[config.mk]
export PLATFORM = sky130hd
export DESIGN_NAME = hash_message_padder_unit
export DESIGN_NICKNAME = d
export VERILOG_FILES = /design/src/hdl/hmp_pkg.sv /design/src/hdl/hash_message_padder_unit.sv /design/src/hdl/hmp_seq.sv
export SDC_FILE = /design/constraint.sdc
export NUM_CORES = 1
export LEC_CHECK = 0
export BUFFER_PORTS_ARGS = -buffer_cell sky130_fd_sc_hd__buf_4
export CAP_MARGIN = 20
export CORE_AREA = 2 2 271 220
export CTS_CLUSTER_SIZE = 28
export DETAILED_ROUTE_END_ITERATION = 8
export DIE_AREA = 0 0 273 222
export GPL_TIMING_DRIVEN = 1
export HOLD_SLACK_MARGIN = 0.02
export PLACE_DENSITY = 0.47
export SLEW_MARGIN = 20
export SYNTH_ARGS = -nofsm -noshare
export SYNTH_HDL_FRONTEND = slang
export SYNTH_HIERARCHICAL = 1
export SYNTH_SLANG_ARGS = --single-unit
[constraint.sdc]
create_clock -name clk -period 7.4 [get_ports clk]
set_clock_uncertainty 0.05 [all_clocks]
set_input_delay 0.37 -clock clk [delete_from_list [all_inputs] [get_ports clk]]
set_output_delay 0.37 -clock clk [all_outputs]
set_load 0.05 [all_outputs]
[src/hdl/hmp_pkg.sv]
`default_nettype none

package hmp_pkg;

	// Microcode step addresses.
	typedef logic [2:0] upc_t;

	localparam upc_t UPC_IDLE = 3'd0;
	localparam upc_t UPC_HEAD = 3'd1;
	localparam upc_t UPC_TEST = 3'd2;
	localparam upc_t UPC_FILL = 3'd3;
	localparam upc_t UPC_LEN  = 3'd4;

	// What a step places in the output register.
	typedef enum logic [1:0] {
		EK_NONE,
		EK_HEAD,
		EK_FILL,
		EK_LEN
	} emit_kind_t;

	// Branch conditions tested by a step.
	typedef enum logic [1:0] {
		CD_ALWAYS,
		CD_START,
		CD_PAD,
		CD_MORE
	} cond_t;

	typedef struct packed {
		emit_kind_t kind;
		cond_t      cond;
		upc_t       jump;
		upc_t       next;
	} uword_t;

	typedef struct packed {
		logic start;
		logic pad;
		logic more;
		logic out_free;
	} seq_status_t;

	typedef struct packed {
		logic       idle;
		logic       emit;
		emit_kind_t kind;
	} seq_ctl_t;

	// Configuration register indexes.
	typedef logic [1:0] reg_idx_t;

	localparam reg_idx_t REG_BLOCK_MODE  = 2'd0;
	localparam reg_idx_t REG_LENGTH_MODE = 2'd1;
	localparam reg_idx_t REG_LENGTH_BE   = 2'd2;

	localparam logic [7:0] PAD_MARKER = 8'h80;

	// The padding program: head word, zero fill, then the length field.
	function automatic uword_t hmp_ucode(input upc_t addr);
		uword_t w;
		unique case (addr)
			UPC_IDLE: w = '{EK_NONE, CD_START,  UPC_HEAD, UPC_IDLE};
			UPC_HEAD: w = '{EK_HEAD, CD_ALWAYS, UPC_TEST, UPC_TEST};
			UPC_TEST: w = '{EK_NONE, CD_PAD,    UPC_FILL, UPC_LEN};
			UPC_FILL: w = '{EK_FILL, CD_ALWAYS, UPC_TEST, UPC_TEST};
			UPC_LEN:  w = '{EK_LEN,  CD_MORE,   UPC_LEN,  UPC_IDLE};
			default:  w = '{EK_NONE, CD_ALWAYS, UPC_IDLE, UPC_IDLE};
		endcase
		return w;
	endfunction

	function automatic logic [63:0] hmp_bswap(input logic [63:0] v);
		logic [63:0] r;
		for (int i = 0; i < 8; i++) begin
			r[8*i +: 8] = v[8*(7-i) +: 8];
		end
		return r;
	endfunction

endpackage

`default_nettype wire

[src/hdl/hash_message_padder_unit.sv]
// Channel   Direction  Handshake              Payload
// msg       in         msg_valid/msg_ready    data_word, byte_count, last
// pad       out        pad_valid/pad_ready    out_word, block_end, message_end
// cfg       in         psel/penable/pready    paddr, pwdata, prdata (APB)
//
// A word that is not last is passed straight to the output register. A last word starts the
// padding program in the microcode sequencer: the head word, then a test step before each
// zero fill word and before the length field words.
// No item is accepted while the program runs; the output register stalls it when pad_ready
// is low. Reset clears the counters, the mode registers and pad_valid and needs no clearing pass.
`default_nettype none

module hash_message_padder_unit #(
	parameter int MAX_BLOCK_BYTES = 128
) (
	input  wire         clk,
	input  wire         arst_n,
	input  wire         msg_valid,
	output logic        msg_ready,
	input  wire  [63:0] data_word,
	input  wire  [3:0]  byte_count,
	input  wire         last,
	output logic        pad_valid,
	input  wire         pad_ready,
	output logic [63:0] out_word,
	output logic        block_end,
	output logic        message_end,
	input  wire         psel,
	input  wire         penable,
	input  wire         pwrite,
	input  wire  [3:0]  paddr,
	input  wire  [31:0] pwdata,
	output logic [31:0] prdata,
	output logic        pready
);

	localparam int WPB    = MAX_BLOCK_BYTES / 8;
	localparam int POS_W  = $clog2(WPB);
	localparam int WPB_W  = POS_W + 1;
	localparam int CNT_W  = POS_W + 2;
	localparam int BYTE_W = $clog2(2 * MAX_BLOCK_BYTES);

	logic              block_mode_q;
	logic              length_mode_q;
	logic              length_be_q;
	logic [POS_W-1:0]  pos_q;
	logic [60:0]       total_q;
	logic [CNT_W-1:0]  remain_q;
	logic              marker_q;
	logic [63:0]       head_q;
	logic [63:0]       bits_q;
	logic              out_valid_q;
	logic [63:0]       out_word_q;
	logic              block_end_q;
	logic              message_end_q;

	hmp_pkg::seq_status_t status;
	hmp_pkg::seq_ctl_t    ctl;

	logic              out_free;
	logic              msg_fire;
	logic              cfg_write;
	hmp_pkg::reg_idx_t reg_idx;
	logic [WPB_W-1:0]  wpb;
	logic [POS_W-1:0]  pos_eff;
	logic              last_pos;
	logic [3:0]        n_clamp;
	logic [BYTE_W-1:0] len_bytes;
	logic [BYTE_W-1:0] end_sum;
	logic [BYTE_W-1:0] block_bytes;
	logic              fits;
	logic [CNT_W-1:0]  count;
	logic [CNT_W-1:0]  len_words;
	logic [60:0]       sum_bytes;
	logic [63:0]       head_word;
	logic              len_value;
	logic              final_word;
	logic [63:0]       emit_word;

	assign out_free  = !out_valid_q || pad_ready;
	assign msg_ready = ctl.idle && out_free;
	assign msg_fire  = msg_valid && msg_ready;
	assign cfg_write = psel && penable && pwrite;
	assign reg_idx   = paddr[3:2];
	assign pready    = 1'b1;

	assign pad_valid   = out_valid_q;
	assign out_word    = out_word_q;
	assign block_end   = block_end_q;
	assign message_end = message_end_q;

	always_comb begin
		unique case (reg_idx)
			hmp_pkg::REG_BLOCK_MODE:  prdata = {31'b0, block_mode_q};
			hmp_pkg::REG_LENGTH_MODE: prdata = {31'b0, length_mode_q};
			hmp_pkg::REG_LENGTH_BE:   prdata = {31'b0, length_be_q};
			default:                  prdata = 32'b0;
		endcase
	end

	// The stored position is reduced to the current block size; it never reaches twice it.
	assign wpb     = block_mode_q ? WPB_W'(WPB) : WPB_W'(8);
	assign pos_eff = block_mode_q ? pos_q :
		(({1'b0, pos_q} >= WPB_W'(8)) ? POS_W'({1'b0, pos_q} - WPB_W'(8)) : pos_q);
	assign last_pos = ({1'b0, pos_eff} == (wpb - WPB_W'(1)));

	assign n_clamp     = (byte_count > 4'd8) ? 4'd8 : byte_count;
	assign len_bytes   = length_mode_q ? BYTE_W'(16) : BYTE_W'(8);
	assign block_bytes = BYTE_W'({wpb, 3'b000});
	assign end_sum     = BYTE_W'({pos_eff, 3'b000}) + BYTE_W'(n_clamp) + BYTE_W'(1) + len_bytes;
	assign fits        = (end_sum <= block_bytes);
	assign count       = (fits ? CNT_W'(wpb) : CNT_W'({wpb, 1'b0})) - CNT_W'(pos_eff);
	assign len_words   = length_mode_q ? CNT_W'(2) : CNT_W'(1);
	assign sum_bytes   = total_q + 61'(n_clamp);

	always_comb begin
		for (int b = 0; b < 8; b++) begin
			if (4'(b) < n_clamp) begin
				head_word[8*(7-b) +: 8] = data_word[8*(7-b) +: 8];
			end else if (4'(b) == n_clamp) begin
				head_word[8*(7-b) +: 8] = hmp_pkg::PAD_MARKER;
			end else begin
				head_word[8*(7-b) +: 8] = 8'h00;
			end
		end
	end

	// In a 16-byte field only the word nearer the low-order end carries the count.
	assign len_value  = length_mode_q ?
		(length_be_q ? (remain_q == CNT_W'(1)) : (remain_q == CNT_W'(2))) : 1'b1;
	assign final_word = (ctl.kind == hmp_pkg::EK_LEN) && (remain_q == CNT_W'(1));

	always_comb begin
		case (ctl.kind)
			hmp_pkg::EK_HEAD: emit_word = head_q;
			hmp_pkg::EK_FILL: emit_word = marker_q ? {hmp_pkg::PAD_MARKER, 56'b0} : 64'b0;
			hmp_pkg::EK_LEN:  emit_word = !len_value ? 64'b0 :
				(length_be_q ? bits_q : hmp_pkg::hmp_bswap(bits_q));
			default:          emit_word = 64'b0;
		endcase
	end

	assign status.start    = msg_fire && last;
	assign status.pad      = (remain_q > len_words);
	assign status.more     = (remain_q != CNT_W'(1));
	assign status.out_free = out_free;

	hmp_seq u_seq (
		.clk    (clk),
		.arst_n (arst_n),
		.status (status),
		.ctl    (ctl)
	);

	always_ff @(posedge clk or negedge arst_n) begin
		if (!arst_n) begin
			block_mode_q  <= 1'b0;
			length_mode_q <= 1'b0;
			length_be_q   <= 1'b0;
			pos_q         <= '0;
			total_q       <= '0;
			remain_q      <= '0;
			marker_q      <= 1'b0;
			out_valid_q   <= 1'b0;
		end else begin
			if (cfg_write) begin
				unique case (reg_idx)
					hmp_pkg::REG_BLOCK_MODE:  block_mode_q  <= pwdata[0];
					hmp_pkg::REG_LENGTH_MODE: length_mode_q <= pwdata[0];
					hmp_pkg::REG_LENGTH_BE:   length_be_q   <= pwdata[0];
					default: ;
				endcase
			end
			if (pad_valid && pad_ready) begin
				out_valid_q <= 1'b0;
			end
			if (msg_fire) begin
				if (last) begin
					pos_q    <= pos_eff;
					remain_q <= count;
					marker_q <= (n_clamp == 4'd8);
				end else begin
					out_valid_q <= 1'b1;
					pos_q       <= last_pos ? '0 : pos_eff + POS_W'(1);
					total_q     <= total_q + 61'd8;
				end
			end else if (ctl.emit) begin
				out_valid_q <= 1'b1;
				remain_q    <= remain_q - CNT_W'(1);
				if (ctl.kind == hmp_pkg::EK_FILL) begin
					marker_q <= 1'b0;
				end
				if (final_word) begin
					pos_q   <= '0;
					total_q <= '0;
				end else begin
					pos_q <= last_pos ? '0 : pos_eff + POS_W'(1);
				end
			end
		end
	end

	always_ff @(posedge clk) begin
		if (msg_fire) begin
			head_q        <= head_word;
			bits_q        <= {sum_bytes, 3'b000};
			out_word_q    <= data_word;
			block_end_q   <= last_pos;
			message_end_q <= 1'b0;
		end else if (ctl.emit) begin
			out_word_q    <= emit_word;
			block_end_q   <= last_pos;
			message_end_q <= final_word;
		end
	end

	// The padded message always closes a block.
	a_end_on_block: assert property (@(posedge clk) disable iff (!arst_n)
		pad_valid && message_end |-> block_end)
		else $error("message end not on a block boundary");

	a_busy_after_last: assert property (@(posedge clk) disable iff (!arst_n)
		msg_fire && last |=> !msg_ready)
		else $error("item accepted while padding");

	a_remain_live: assert property (@(posedge clk) disable iff (!arst_n)
		!ctl.idle |-> remain_q != '0)
		else $error("padding program running with no words left");

	a_state_cleared: assert property (@(posedge clk) disable iff (!arst_n)
		ctl.emit && final_word |=> pos_q == '0 && total_q == '0 && ctl.idle)
		else $error("message state not cleared after final word");

endmodule

`default_nettype wire

[src/hdl/hmp_seq.sv]
`default_nettype none

module hmp_seq (
	input  wire                       clk,
	input  wire                       arst_n,
	input  wire hmp_pkg::seq_status_t status,
	output hmp_pkg::seq_ctl_t         ctl
);

	hmp_pkg::upc_t   upc_q;
	hmp_pkg::uword_t uw;
	logic            taken;
	logic            advance;

	assign uw = hmp_pkg::hmp_ucode(upc_q);

	always_comb begin
		case (uw.cond)
			hmp_pkg::CD_START: taken = status.start;
			hmp_pkg::CD_PAD:   taken = status.pad;
			hmp_pkg::CD_MORE:  taken = status.more;
			default:           taken = 1'b1;
		endcase
	end

	// A step that writes the output register waits until that register is free.
	assign advance  = (uw.kind == hmp_pkg::EK_NONE) || status.out_free;
	assign ctl.idle = (upc_q == hmp_pkg::UPC_IDLE);
	assign ctl.kind = uw.kind;
	assign ctl.emit = (uw.kind != hmp_pkg::EK_NONE) && status.out_free;

	always_ff @(posedge clk or negedge arst_n) begin
		if (!arst_n) begin
			upc_q <= hmp_pkg::UPC_IDLE;
		end else if (advance) begin
			upc_q <= taken ? uw.jump : uw.next;
		end
	end

endmodule

`default_nettype wire

==> metrics <==
CTS root buf=clkbuf_16; WL final=approximately 41000 um; RePlAce Congestion=0.9212; fin crit period=~4200 ps; Synth Register Bits=between 200 and 300; synth cell count leaders=190 x edfxtp_1, 170 x nor2_1, 76 x dfrtp_1; critical path launch point type=flop; cell taking the most area after synthesis=edfxtp_1; Vias/cell=about 4.7; final instance area=17190 um^2; Site Rows=between 70 and 80; initial antenna violation count=0; Worst Path Arrival=4610 ps; clk buf depth=3; CP required=around 7800 ps; Die Y-Extent=222 um; Slowest-stage cell, CP=o2111a_4; Top delay family on crit path=compound AO/OA/AOI/OAI gates; Layout fillers=roughly 6000; drt pass-1 iters=5; PortBufs=147; Synth area leaders=edfxtp_1 40%, dfrtp_1 13%, nor2_1 4.5%, mux2_2 3.9%, xor2_1 3.4%; Die ar.=just over 60000 um^2; peak supply drop=roughly 0.00020 V; final hold vios=0; Mapped Area=around 14000 um^2; CP endpoint kind=flop; initial core utilization=0.2482; GRT Resource Usage Total=0.1312; top_reg_cell synth=edfxtp_1; Remaining DRCs=0; largest net degree at the start of global routing=between 70 and 80; status=finished clean; Synth-to-Final Area Change=19.96%; starting DRC count in detailed routing=slightly below 900; worst setup path class=reg2reg; pwr dens=around 340 nW/um^2; crit-path max FO=between 60 and 70; Die W=273 um; warnings from Yosys=6; clk_lat worst skew=between 500 and 600 ps; post-route ant nets=0; count leader, synth=edfxtp_1; post-synthesis sequential area ratio=0.5324; io pins=between 200 and 250; Netlist cell types=74; Post-synth EDFFs=190; Hold Crit Class=in2reg; Worst-Margin Slew=about 1000 ps; grt ovf=0; P_leak=6.735 nW; Inserted Clock Buffers=34; vias in the first global route=10098; CP Cell Sequence=nor3b_1 -> a21o_1 -> and3_1 -> o2111a_4 -> o2111ai_1 -> or4_1 -> a21oi_1; slowest stage delay, CP=between 700 and 800 ps; CTS tree=done; core area=57730 um^2; share of synthesized flip-flops with an asynchronous set or reset=0.2846; average size of a mapped cell=roughly 11 um^2; clock sink count=267; Setup violations, final=0; vias=between 10000 and 15000; TNS Setup=0 ps; Cell Area, Placed=roughly 16000 um^2; RSZ-0062 raised after global routing=no; Slew headroom=0.3031; clock-pin slew on the worst setup and hold paths=~60 ps; H-tree levels=2; layout cell share with drive strength beyond 1=0.2007; Post-Syn Instances=1310; worst hold slack=roughly 66 ps; Max Clk Rate=around 0.24 GHz; global-route wire length before repair=a little over 60000 um; period utilization=0.5684; nets@finish=1561; Max-cap violations=0; post-synth top area share=0.3982; final slew viol count=0; routed len/inst=18.29 um; buffers plus inverters on the worst setup path=0; post-DP HPWL=~29000 um
[per-stage QoR]
step                      power [mW]  utilization  std cells  setup WS, ps
after floorplan                3.575            -       1341          1664
after global placement         4.153       0.2776       2157          3230
after detailed placement       4.168       0.2777       2158          3209
after CTS                      5.847       0.2974       2222          3175
after global routing           6.058       0.2977       2224          2886
final                          5.773       0.2978       2225          3194
[layer usage]
layer / vias up / share of wire / GRT usage
li1: 5012 / - / -
met1: 5118 / 0.47 / 0.1845
met2: 262 / 0.46 / 0.2050
met3: 46 / 0.050 / 0.02361
met4: 0 / 0.019 / 0.03825
met5: - / 0 / 0
[cell type report]
type                    count  area [um^2]  area share
diodes                      1        2.502   0.0001456
clock buffers              53        972.2     0.05656
clock inverters             9        143.9    0.008372
inverters                  36        140.1    0.008153
multi-input cells         927         6108      0.3554
flip-flops and latches    267         7629      0.4438
well taps                 769        962.2     0.05598
repair buffers            163         1230     0.07156
[final timing paths]
kind	start	endpoint	slack, ps	cells past startpoint
setup reg to reg	u_seq/upc_q[2]	total_q[49]	3190	7
setup / recovery	u_seq/upc_q[2]	total_q[49]	3190	7
min in group asynchronous	arst_n	u_seq/upc_q[0]	370	2
max in group asynchronous	arst_n	total_q[32]	6370	2
hold / removal	data_word[63]	head_q[63]	70	2
hold reg to reg	message_end	message_end	390	2
[power breakdown]
group	switching (mW)	total, mW	internal (mW)
clock	0.665	1.65	0.984
sequential	0.144	2.11	1.97
combinational	1.40	2.01	0.614
total	2.20	5.77	3.57
[registers in the layout, indices dropped and copies added, names as in the netlist, 3 cells and up]
register and flops:
remain_q 6, total_q 58, head_q 64, out_word 64
pos_q 4, bits_q 61, u_seq/upc_q 3
[cells in the final DEF, fill, tap and decap left out, types with 4 or more instances in the layout]
cell | Yosys | layout
a21oi_1 | 55 | 55
edfxtp_1 | 190 | 190
o21ai_0 | 38 | 38
clkbuf_16 | 0 | 34
nor3_1 | 27 | 27
a221oi_1 | 44 | 44
clkbuf_1 | 43 | 14
a31oi_1 | 5 | 5
xnor2_1 | 32 | 32
nand2_1 | 55 | 54
nor4_1 | 5 | 4
or3_1 | 30 | 30
buf_4 | 34 | 158
o2111ai_1 | 5 | 5
or2_2 | 4 | 4
ha_1 | 19 | 19
dfrtp_1 | 76 | 75
o31ai_1 | 7 | 7
o211ai_1 | 6 | 6
a22o_1 | 16 | 16
nor2_1 | 170 | 170
nand3b_1 | 4 | 4
o22ai_1 | 17 | 17
and2_1 | 18 | 18
or4_1 | 8 | 8
mux2_2 | 50 | 50
clkbuf_8 | 0 | 5
conb_1 | 2 | 33
nor2b_1 | 58 | 56
inv_1 | 34 | 33
nor3b_1 | 4 | 4
xor2_1 | 56 | 56
nand3_1 | 38 | 38
and4_1 | 12 | 12
mux2i_1 | 15 | 15
nand4_1 | 33 | 33
and3_1 | 13 | 13
[logic make-up (layout without fill, tap and decap cells)]
kind of cell / count (synthesis) / after routing / synth area share
other: 2 / 34 / 0.0005242
XOR/XNOR: 88 / 88 / 0.05379
adder cells (fa/ha/maj): 20 / 20 / 0.01799
multiplexers: 65 / 65 / 0.04978
flip-flops: 267 / 267 / 0.5324
AO/OA/AOI/OAI: 222 / 222 / 0.1113
buffers and inverters: 147 / 261 / 0.05109
AND/OR/NAND/NOR: 499 / 499 / 0.1831
[timing repair]
action                    4_1_cts  5_1_grt
resized for setup               0        0
hold buffers                    2        0
setup buffers                   0        0
hold endpoints to repair       46        0
Note: power is estimated with default switching activity, not from simulation.
